**config.mk**
```make
export PLATFORM = sky130hd
export DESIGN_NAME = utf8_validator_stream_top
export DESIGN_NICKNAME = d
export VERILOG_FILES = /design/src/hw/rtl/utf8v_pkg.sv /design/src/hw/rtl/utf8_validator_stream_top.sv
export SDC_FILE = /design/constraint.sdc
export NUM_CORES = 1
export LEC_CHECK = 0
export BUFFER_PORTS_ARGS = -buffer_cell sky130_fd_sc_hd__buf_4
export CAP_MARGIN = 25
export CORE_UTILIZATION = 50
export CTS_BUF_LIST = sky130_fd_sc_hd__clkbuf_2 sky130_fd_sc_hd__clkbuf_4 sky130_fd_sc_hd__clkbuf_8
export CTS_CLUSTER_DIAMETER = 50
export DETAILED_ROUTE_END_ITERATION = 16
export PLACE_DENSITY_LB_ADDON = 0.3
export SYNTH_ARGS = -nofsm -noshare
export SYNTH_HDL_FRONTEND = slang
export SYNTH_SLANG_ARGS = --single-unit
```
**constraint.sdc**
```tcl
create_clock -name aclk -period 1.9 [get_ports aclk]
set_input_delay 0.19 -clock aclk [delete_from_list [all_inputs] [get_ports aclk]]
set_output_delay 0.19 -clock aclk [all_outputs]
set_load 0.02 [all_outputs]
```
**src/hw/rtl/utf8v_pkg.sv**
```systemverilog
// ============================================================================
// utf8v_pkg
// Shared types and byte constants for the streaming strict UTF-8 checker.
// ============================================================================
`default_nettype none

package utf8v_pkg;

    // Width of one string byte on the input stream.
    localparam int unsigned ByteW = 8;

    // Allowed range for the next continuation byte.
    typedef enum logic [2:0] {
        CLS_ANY  = 3'd0,  // 80..BF
        CLS_E0   = 3'd1,  // A0..BF
        CLS_ED   = 3'd2,  // 80..9F
        CLS_F0   = 3'd3,  // 90..BF
        CLS_F4   = 3'd4   // 80..8F
    } cont_cls_t;

    // Byte values used by the terminator, single-byte, lead and continuation checks.
    localparam logic [ByteW-1:0] BYTE_NUL   = 8'h00;
    localparam logic [ByteW-1:0] BYTE_TAB   = 8'h09;
    localparam logic [ByteW-1:0] BYTE_LF    = 8'h0A;
    localparam logic [ByteW-1:0] BYTE_CR    = 8'h0D;
    localparam logic [ByteW-1:0] BYTE_SPACE = 8'h20;
    localparam logic [ByteW-1:0] BYTE_TILDE = 8'h7E;
    localparam logic [ByteW-1:0] CONT_LO    = 8'h80;
    localparam logic [ByteW-1:0] CONT_8F    = 8'h8F;
    localparam logic [ByteW-1:0] CONT_90    = 8'h90;
    localparam logic [ByteW-1:0] CONT_9F    = 8'h9F;
    localparam logic [ByteW-1:0] CONT_A0    = 8'hA0;
    localparam logic [ByteW-1:0] CONT_HI    = 8'hBF;
    localparam logic [ByteW-1:0] LEAD2_LO   = 8'hC2;
    localparam logic [ByteW-1:0] LEAD2_HI   = 8'hDF;
    localparam logic [ByteW-1:0] LEAD_E0    = 8'hE0;
    localparam logic [ByteW-1:0] LEAD_ED    = 8'hED;
    localparam logic [ByteW-1:0] LEAD3_HI   = 8'hEF;
    localparam logic [ByteW-1:0] LEAD_F0    = 8'hF0;
    localparam logic [ByteW-1:0] LEAD_F4    = 8'hF4;

    // Continuation byte check against the range selected by a class.
    function automatic logic cont_ok(input logic [ByteW-1:0] b, input cont_cls_t cls);
        logic ok;
        begin
            case (cls)
                CLS_E0:  ok = (b >= CONT_A0) && (b <= CONT_HI);
                CLS_ED:  ok = (b >= CONT_LO) && (b <= CONT_9F);
                CLS_F0:  ok = (b >= CONT_90) && (b <= CONT_HI);
                CLS_F4:  ok = (b >= CONT_LO) && (b <= CONT_8F);
                default: ok = (b >= CONT_LO) && (b <= CONT_HI);
            endcase
            return ok;
        end
    endfunction

endpackage

`default_nettype wire

```
**src/hw/rtl/utf8_validator_stream_top.sv**
```systemverilog
// A terminating zero word passes the input register and then the verdict register before its
// verdict shows on m_tdata; a verdict still waiting for m_tready holds it back.
// Throughput: one byte word per cycle unless a terminator faces a waiting verdict; the input register
// and the verdict register let a new word enter while a verdict still waits for m_tready.
// The per-byte range checks and the small state update sit between those two registers.
// Reset: synchronous, active low; clears both registers' valid flags and the checker state.
// ============================================================================
// utf8_validator_stream_top
// Streaming strict UTF-8 checker: one byte per word, one verdict per string.
// ============================================================================
`default_nettype none

module utf8_validator_stream_top (
    input  wire logic       aclk,
    input  wire logic       aresetn,
    input  wire logic       s_tvalid,
    output logic            s_tready,
    input  wire logic [7:0] s_tdata,   // [7:0] data_byte
    output logic            m_tvalid,
    input  wire logic       m_tready,
    output logic [7:0]      m_tdata    // [0] is_valid, [7:1] zero
);

    // Input register.
    logic                              in_valid_reg, in_valid_next;
    logic [utf8v_pkg::ByteW-1:0]       in_byte_reg;

    // Checker state.
    logic [1:0]                        expect_reg, expect_next;
    utf8v_pkg::cont_cls_t              cls_reg, cls_next;
    logic                              err_reg, err_next;

    // Verdict register.
    logic                              out_valid_reg, out_valid_next;
    logic                              out_ok_reg, out_ok_next;

    logic in_adv;
    logic in_is_nul;
    logic b_single;

    // The held word moves on unless it is a terminator facing a full verdict slot that the sink is not taking.
    assign in_is_nul = (in_byte_reg == utf8v_pkg::BYTE_NUL);
    assign in_adv    = in_valid_reg && (!in_is_nul || !out_valid_reg || m_tready);
    assign s_tready  = !in_valid_reg || in_adv;

    assign in_valid_next = s_tvalid && s_tready ? 1'b1 : (in_adv ? 1'b0 : in_valid_reg);

    // Printable ASCII and the allowed control bytes.
    assign b_single = (in_byte_reg == utf8v_pkg::BYTE_TAB)
                   || (in_byte_reg == utf8v_pkg::BYTE_LF)
                   || (in_byte_reg == utf8v_pkg::BYTE_CR)
                   || ((in_byte_reg >= utf8v_pkg::BYTE_SPACE)
                       && (in_byte_reg <= utf8v_pkg::BYTE_TILDE));

    // Checker state update for the word leaving the input register.
    always_comb begin
        expect_next = expect_reg;
        cls_next    = cls_reg;
        err_next    = err_reg;
        if (in_adv) begin
            if (in_is_nul) begin
                expect_next = 2'd0;
                cls_next    = utf8v_pkg::CLS_ANY;
                err_next    = 1'b0;
            end else if (err_reg) begin
                // Bytes after an error are ignored until the terminator.
                expect_next = expect_reg;
            end else if (expect_reg != 2'd0) begin
                cls_next = utf8v_pkg::CLS_ANY;
                if (utf8v_pkg::cont_ok(in_byte_reg, cls_reg)) begin
                    expect_next = expect_reg - 2'd1;
                end else begin
                    expect_next = 2'd0;
                    err_next    = 1'b1;
                end
            end else if (b_single) begin
                expect_next = 2'd0;
            end else if ((in_byte_reg >= utf8v_pkg::LEAD2_LO)
                         && (in_byte_reg <= utf8v_pkg::LEAD2_HI)) begin
                expect_next = 2'd1;
                cls_next    = utf8v_pkg::CLS_ANY;
            end else if (in_byte_reg == utf8v_pkg::LEAD_E0) begin
                expect_next = 2'd2;
                cls_next    = utf8v_pkg::CLS_E0;
            end else if (in_byte_reg == utf8v_pkg::LEAD_ED) begin
                expect_next = 2'd2;
                cls_next    = utf8v_pkg::CLS_ED;
            end else if ((in_byte_reg > utf8v_pkg::LEAD_E0)
                         && (in_byte_reg <= utf8v_pkg::LEAD3_HI)) begin
                expect_next = 2'd2;
                cls_next    = utf8v_pkg::CLS_ANY;
            end else if (in_byte_reg == utf8v_pkg::LEAD_F0) begin
                expect_next = 2'd3;
                cls_next    = utf8v_pkg::CLS_F0;
            end else if (in_byte_reg == utf8v_pkg::LEAD_F4) begin
                expect_next = 2'd3;
                cls_next    = utf8v_pkg::CLS_F4;
            end else if ((in_byte_reg > utf8v_pkg::LEAD_F0)
                         && (in_byte_reg < utf8v_pkg::LEAD_F4)) begin
                expect_next = 2'd3;
                cls_next    = utf8v_pkg::CLS_ANY;
            end else begin
                err_next = 1'b1;
            end
        end
    end

    // Verdict slot: loaded by a terminator, emptied when the sink takes it.
    always_comb begin
        out_valid_next = out_valid_reg && !m_tready;
        out_ok_next    = out_ok_reg;
        if (in_adv && in_is_nul) begin
            out_valid_next = 1'b1;
            out_ok_next    = !err_reg && (expect_reg == 2'd0);
        end
    end

    // Control registers.
    always_ff @(posedge aclk) begin
        if (!aresetn) begin
            in_valid_reg  <= 1'b0;
            out_valid_reg <= 1'b0;
            expect_reg    <= 2'd0;
            cls_reg       <= utf8v_pkg::CLS_ANY;
            err_reg       <= 1'b0;
        end else begin
            in_valid_reg  <= in_valid_next;
            out_valid_reg <= out_valid_next;
            expect_reg    <= expect_next;
            cls_reg       <= cls_next;
            err_reg       <= err_next;
        end
    end

    // Payload registers.
    always_ff @(posedge aclk) begin
        if (s_tvalid && s_tready) begin
            in_byte_reg <= s_tdata;
        end
        out_ok_reg <= out_ok_next;
    end

    assign m_tvalid = out_valid_reg;
    assign m_tdata  = {7'd0, out_ok_reg};

    // An error always leaves no open sequence behind.
    a_err_no_open: assert property (@(posedge aclk) disable iff (!aresetn)
        err_reg |-> (expect_reg == 2'd0))
        else $error("error flag set with a sequence still open");

    // A restricted second-byte class only exists with the matching bytes owed.
    a_cls_expect: assert property (@(posedge aclk) disable iff (!aresetn)
        ((cls_reg == utf8v_pkg::CLS_E0) || (cls_reg == utf8v_pkg::CLS_ED)) |->
            (expect_reg == 2'd2))
        else $error("three-byte class without two bytes owed");

    a_cls_expect4: assert property (@(posedge aclk) disable iff (!aresetn)
        ((cls_reg == utf8v_pkg::CLS_F0) || (cls_reg == utf8v_pkg::CLS_F4)) |->
            (expect_reg == 2'd3))
        else $error("four-byte class without three bytes owed");

    // A terminator leaves the checker idle and the verdict slot full.
    a_nul_clears: assert property (@(posedge aclk) disable iff (!aresetn)
        (in_adv && in_is_nul) |=> (m_tvalid && !err_reg && (expect_reg == 2'd0)
                                   && (cls_reg == utf8v_pkg::CLS_ANY)))
        else $error("terminator did not clear state or load a verdict");

endmodule

`default_nettype wire
```
Yosys cells after proc, flatten, opt, wreduce, memory -nomap -nowiden
Index checks and enable logic that the tools add are counted.

Input port bits: 12. Word-level logic and storage cells: 111. Flip-flop bits (word level): 17. Output and inout bits: 10.

Add/sub/neg operators: 1. Equality and inequality tests: 13. Multiplexer cells: 43. Reduce and logical (&&, ||, !) cells: 33. Magnitude comparators: 14.

Operators by type and width (count): <= comparator 8 bit (second input constant) (5); 2-to-1 mux 3 bit (11); == test 8 bit (second input constant) (4); >= comparator 8 bit (second input constant) (4); == test 8 x 4 -> 1 bit (second input constant) (3); 2-to-1 mux 2 bit (12); 2-to-1 mux 1 bit (19); greater-than comparator 8 bit (second input constant) (2); logical AND 1 bit (14); nonzero test 10 bit (1); nonzero test 9 bit (1); >= comparator 8 x 6 -> 1 bit (second input constant) (1); <= comparator 8 x 7 -> 1 bit (second input constant) (1); logical NOT 8 bit (1); < comparator 8 bit (second input constant) (1); == test 3 x 2 -> 1 bit (second input constant) (2); logical OR 1 bit (6); logical NOT 1 bit (5); case mux 1 bit (4 select lines) (1); AND reduction 4 bit (1); nonzero test 2 bit (2); == test 3 x 1 -> 1 bit (second input constant) (1); == test 3 bit (second input constant) (1); inequality test 3 x 2 -> 1 bit (second input constant) (1); 4 further kinds (4).

Depth between registers and ports, before layout
Depth after elaboration: 13. Gate-level depth with buffers: 6. Gate-level depth less buffers: 5.

Worst setup path after synthesis
OpenSTA, ideal clock, no wires.

Path kind: register -> register. Start point: reg in_byte_reg[0] (netlist bit). End point: reg in_byte_reg[0] (netlist bit), enable pin. Path buffers: 0. Path slack: 0.001 ns. Stages on the path, launching flop included: 5. Data required time: 1.623 ns. Period minus slack after synthesis: 1.899 ns. Arrival time: 1.622 ns. Library setup time: 0.277 ns. Cell sequence: edfxtp_1 > nor4_2 > nand3_1 > or2_1 > and2_1.

Cells in the longest elaborated chain, start to end: 7.

Ends and longest elaborated chain: start: declaration (RTL line utf8_validator_stream_top.sv:26) `logic [utf8v_pkg::ByteW-1:0] in_byte_reg;`; start signal: assignment (RTL line utf8_validator_stream_top.sv:138) `in_byte_reg <= s_tdata;`; logical NOT 8 bit (RTL line utf8_validator_stream_top.sv:42) `assign in_is_nul = (in_byte_reg == utf8v_pkg::BYTE_NUL);`; logical NOT 1 bit (RTL line utf8_validator_stream_top.sv:43) `assign in_adv = in_valid_reg && (!in_is_nul || !out_valid_reg || m_tready);`; logical OR 1 bit (2 in a row) (RTL line utf8_validator_stream_top.sv:43); logical AND 1 bit (RTL line utf8_validator_stream_top.sv:43); logical OR 1 bit (RTL line utf8_validator_stream_top.sv:44) `assign s_tready = !in_valid_reg || in_adv;`; named net s_tready (RTL line utf8_validator_stream_top.sv:17) `output logic s_tready,`; logical AND 1 bit (RTL line utf8_validator_stream_top.sv:137) `if (s_tvalid && s_tready) begin`.

The timed path passes the listed nets, and every way through them passes these cells. A chain may end at the register's enable or synchronous reset.

Worst setup path in the final report
Start point: reg in_byte_reg[2] (netlist bit). End point: reg cls_reg[1].

Cells in the longest elaborated chain, start to end: 11. Elaborated cells on any way between the ends: 41. Those cells by class: 8 x order compare; 9 x eq/ne; 10 x mux; 14 x reduce/logical.

Ends and longest elaborated chain: branches (longest 11 deep; another with greater-than comparator 8 bit); end signal: assignment (RTL line utf8_validator_stream_top.sv:124) `cls_reg <= utf8v_pkg::CLS_ANY;`; end signal: assignment (RTL line utf8_validator_stream_top.sv:130) `cls_reg <= cls_next;`; end: declaration (RTL line utf8_validator_stream_top.sv:30) `utf8v_pkg::cont_cls_t cls_reg, cls_next;`.

Several ways; the timed one is not identified. The select of a mux whose other input is x is not followed.

==> results.py <==
metrics = {
    "sta": {
        "max_freq_ghz": 0.532,
        "timing_max_transition_violations_final": 0,
        "timing_hold_violations_final": 0,
        "timing.clock.skew_ns": 0.00502,
        "rsz0062_at_grt": "true",
        "final_min_period_over_clock_period_pct": 98.9,
        "worst_slack_ns": 0.0211,
        "layout_min_cycle_time_ns": 1.88,
        "setup_viol": 0,
    },
    "power_and_ir_drop": {
        "power.static_leakage_nw": 0.498,
        "netSwitchingPower_mw": 0.225,
        "comb_power_share_pct": 21.4,
        "sequential_power_share_pct": 52.6,
        "power_per_cell_area_nw_per_um2": 657,
        "power_switching_share_pct": 27.8,
        "max-vdd-ir-drop_mv": 0.451,
        "internal_power_of_the_cells_mw": 0.586,
        "p_clk_share_pct": 26.0,
    },
    "final_layout": {
        "final_layout_size_suffix_gt1_share_pct": 34.4,
        "fin_util_pct": 68.5,
        "stdcell_area_um2": 1230,
        "area_growth_pct": 24.3,
        "final_net_count": 136,
        "layout.cells.non_filler": 147,
        "layout.filler_cells": 145,
        "multi_input_area_um2": 529,
        "largest_register_ff_count": 8,
        "insertedDiodeCount": 0,
        "final-seq-area_um2": 430,
    },
    "critical_path": {
        "crit_path_end_kind": "register",
        "cp_slowest_stage_delay_ns": 0.45,
        "timing_worst_setup_path_type": "reg2reg",
        "crit_arrival_ns": 2.10,
        "crit_path_start_kind": "register",
        "critPathMaxFanout": 4,
        "path_buf_inv": 1,
        "path_cells": "buf_4, or3_4, o211ai_4, o21ai_2, a21oi_4, mux2i_1",
        "crit_required_ns": 2.12,
        "worst_path_max_delay_cell": "sky130_fd_sc_hd__edfxtp_1",
        "crit_family": "compound AO/OA/AOI/OAI gates",
    },
    "route": {
        "met3RoutedLength_um": 74,
        "first_pass_iters": 4,
        "vias": 797,
        "routed_wl_mm": 1.95,
        "dr.max_layer_used": "met4",
        "routed_via_density": 5.42,
        "detailedRoute.firstIterationViolations": 21,
        "drc": 0,
        "wire_per_inst_um": 13.3,
        "wirelength_met1_um": 848,
        "wl_met2_mm": 1.00,
        "ant_nets": 0,
    },
    "clocking": {
        "clock_tree.buffer_depth": 2,
        "htreeDepth": 1,
        "clock_sink_count": 17,
        "tritoncts_clock_tree": "built",
        "cts_root_buffer": "sky130_fd_sc_hd__clkbuf_4",
        "cts-hold-fix-buffers": 0,
        "cts_bufs_inserted": 3,
        "cts.reportedPaths.clkPinSlew_ns": 0.10,
        "insertion_delay_ns": 0.29,
    },
    "synthesis": {
        "synth_enable_flop_cells": 9,
        "async_flop_share_pct": 0,
        "netlist-cell-type-count": 45,
        "yosysWarningCount": 0,
        "synthesis.instances": 98,
        "synth_flop_cell": "sky130_fd_sc_hd__edfxtp_1",
        "postSynthRegisterBits": 17,
        "synth_area_per_cell_um2": 10.1,
        "ys_seq_area_share_pct": 43.3,
        "syn-cell-area_um2": 993,
    },
    "place": {
        "dp.final_hpwl_mm": 1.28,
        "place_ws_ns": 0.0388,
        "placedInstanceArea_um2": 1100,
        "place_congestion": 0.812,
        "place_inst": 137,
        "number_of_buffers_added_on_ports": 14,
    },
    "floorplan": {
        "num_rows": 15,
        "chipHeight_um": 46.6,
        "design.core.area_um2": 1800,
        "start_util_pct": 55.1,
        "dieWidth_um": 46.6,
        "fp.dieArea_um2": 2170,
        "ioPinCount": 22,
    },
    "global_routing": {
        "first_global_vias": 717,
        "grt.overflow.total": 0,
        "grt_max_degree": 13,
        "antenna_found_initial": 0,
        "global_router_s_overall_resource_usage_pct": 19.6,
        "grt_pass1_wl_mm": 2.94,
    },
    "hold_path": {
        "hold_class": "in2reg",
    },
    "run_status": {
        "result_of_the_run": "finished, final reports clean",
    },
    "run": {
        "max-cap-violations": 0,
    },
}
## logic make-up after synthesis
kind of cell | Yosys count | synth area share [%]
AO/OA/AOI/OAI | 23 | 19.1
multiplexers | 3 | 3.02
other | 1 | 0.377
adder cells (fa/ha/maj) | 1 | 1.26
flip-flops | 17 | 43.3
buffers and inverters | 16 | 11.1
AND/OR/NAND/NOR | 37 | 21.8
## worst reg2reg max path: stages, from the launching register on
cell and delay [ns]:
sky130_fd_sc_hd__edfxtp_1 0.45, sky130_fd_sc_hd__buf_4 0.18, sky130_fd_sc_hd__or3_4 0.39, sky130_fd_sc_hd__o211ai_4 0.24
sky130_fd_sc_hd__o21ai_2 0.11, sky130_fd_sc_hd__a21oi_4 0.21, sky130_fd_sc_hd__mux2i_1 0.22
## through the flow
| step | hold WS, ns | setup TNS [ns] | total power [mW] |
|---|---|---|---|
| global route | 0.0430 | -0.0453 | 0.851 |
| floorplan | 0.289 | 0 | 0.542 |
| detailed placement | 0.369 | 0 | 0.568 |
| CTS | 0.0657 | 0 | 0.784 |
| global placement | 0.369 | 0 | 0.565 |
| finish | 0.0675 | 0 | 0.811 |
## area by class of cell
class	instances	share of cell area (%)
well taps	25	2.53
flip-flops and latches	17	34.9
repair buffers	25	15.8
multi-input cells	71	42.9
inverters	5	1.52
clock buffers	4	2.43
## layer usage
metal	vias up	GRT usage [%]
met3	6	3.92
met4	0	10.6
met5	-	0
met2	20	31.9
li1	398	-
met1	373	24.0
## power by group through the flow
stage	Combinational [mW]	Sequential, mW	Clock, mW
finish	0.174	0.427	0.211
global route	0.187	0.429	0.235
CTS	0.144	0.427	0.214
detailed placement	0.135	0.433	0
global placement	0.133	0.432	0
floorplan	0.109	0.433	0
## path summary, 6_finish.rpt
kind / endpoint / start / cells past startpoint / slack (ns)
worst max-delay path: cls_reg[1]$_SDFFE_PN0P_ / in_byte_reg[2]$_DFFE_PP_ / 6 / 0.02
worst min register to register: err_reg$_SDFFE_PN0P_ / err_reg$_SDFFE_PN0P_ / 2 / 0.49
worst max register to register: cls_reg[1]$_SDFFE_PN0P_ / in_byte_reg[2]$_DFFE_PP_ / 6 / 0.02
worst min-delay path: in_byte_reg[2]$_DFFE_PP_ / s_tdata[2] / 1 / 0.07
## cell usage in the layout (no fill, tap or decap), drive strengths merged, types with 3 or more instances in the layout
cell,instances
buf,25
nand2,9
edfxtp,9
dfxtp,8
conb,7
nand3,5
inv,5
nor2,4
clkbuf,4
o21ai,4
mux2i,3
o211ai,3
a21oi,3
a21boi,3
## cells in the mapped netlist, types with 2 or more instances
master / n / area share [%]
sky130_fd_sc_hd__a21boi_0: 2 / 1.5
sky130_fd_sc_hd__a21oi_1: 2 / 1.0
sky130_fd_sc_hd__and2_1: 2 / 1.3
sky130_fd_sc_hd__and3_1: 2 / 1.3
sky130_fd_sc_hd__buf_4: 8 / 6.0
sky130_fd_sc_hd__buf_6: 2 / 2.3
sky130_fd_sc_hd__dfxtp_1: 8 / 16
sky130_fd_sc_hd__edfxtp_1: 9 / 27
sky130_fd_sc_hd__inv_1: 5 / 1.9
sky130_fd_sc_hd__mux2i_1: 3 / 3.0
sky130_fd_sc_hd__nand2_1: 9 / 3.4
sky130_fd_sc_hd__nand3_1: 5 / 2.5
sky130_fd_sc_hd__nand4_1: 2 / 1.3
sky130_fd_sc_hd__nor2_1: 4 / 1.5
sky130_fd_sc_hd__nor3_1: 2 / 1.0
sky130_fd_sc_hd__o211ai_1: 2 / 1.5
sky130_fd_sc_hd__o21ai_0: 2 / 1.0
sky130_fd_sc_hd__or2_1: 2 / 1.3
## repair_timing
action | in CTS | in global routing
setup buffers | 3 | 3
setup endpoints to repair | 1 | 7
resized for setup | 2 | 10
pin swaps | 0 | 8
No activity file was read; power rests on OpenSTA's default activity.
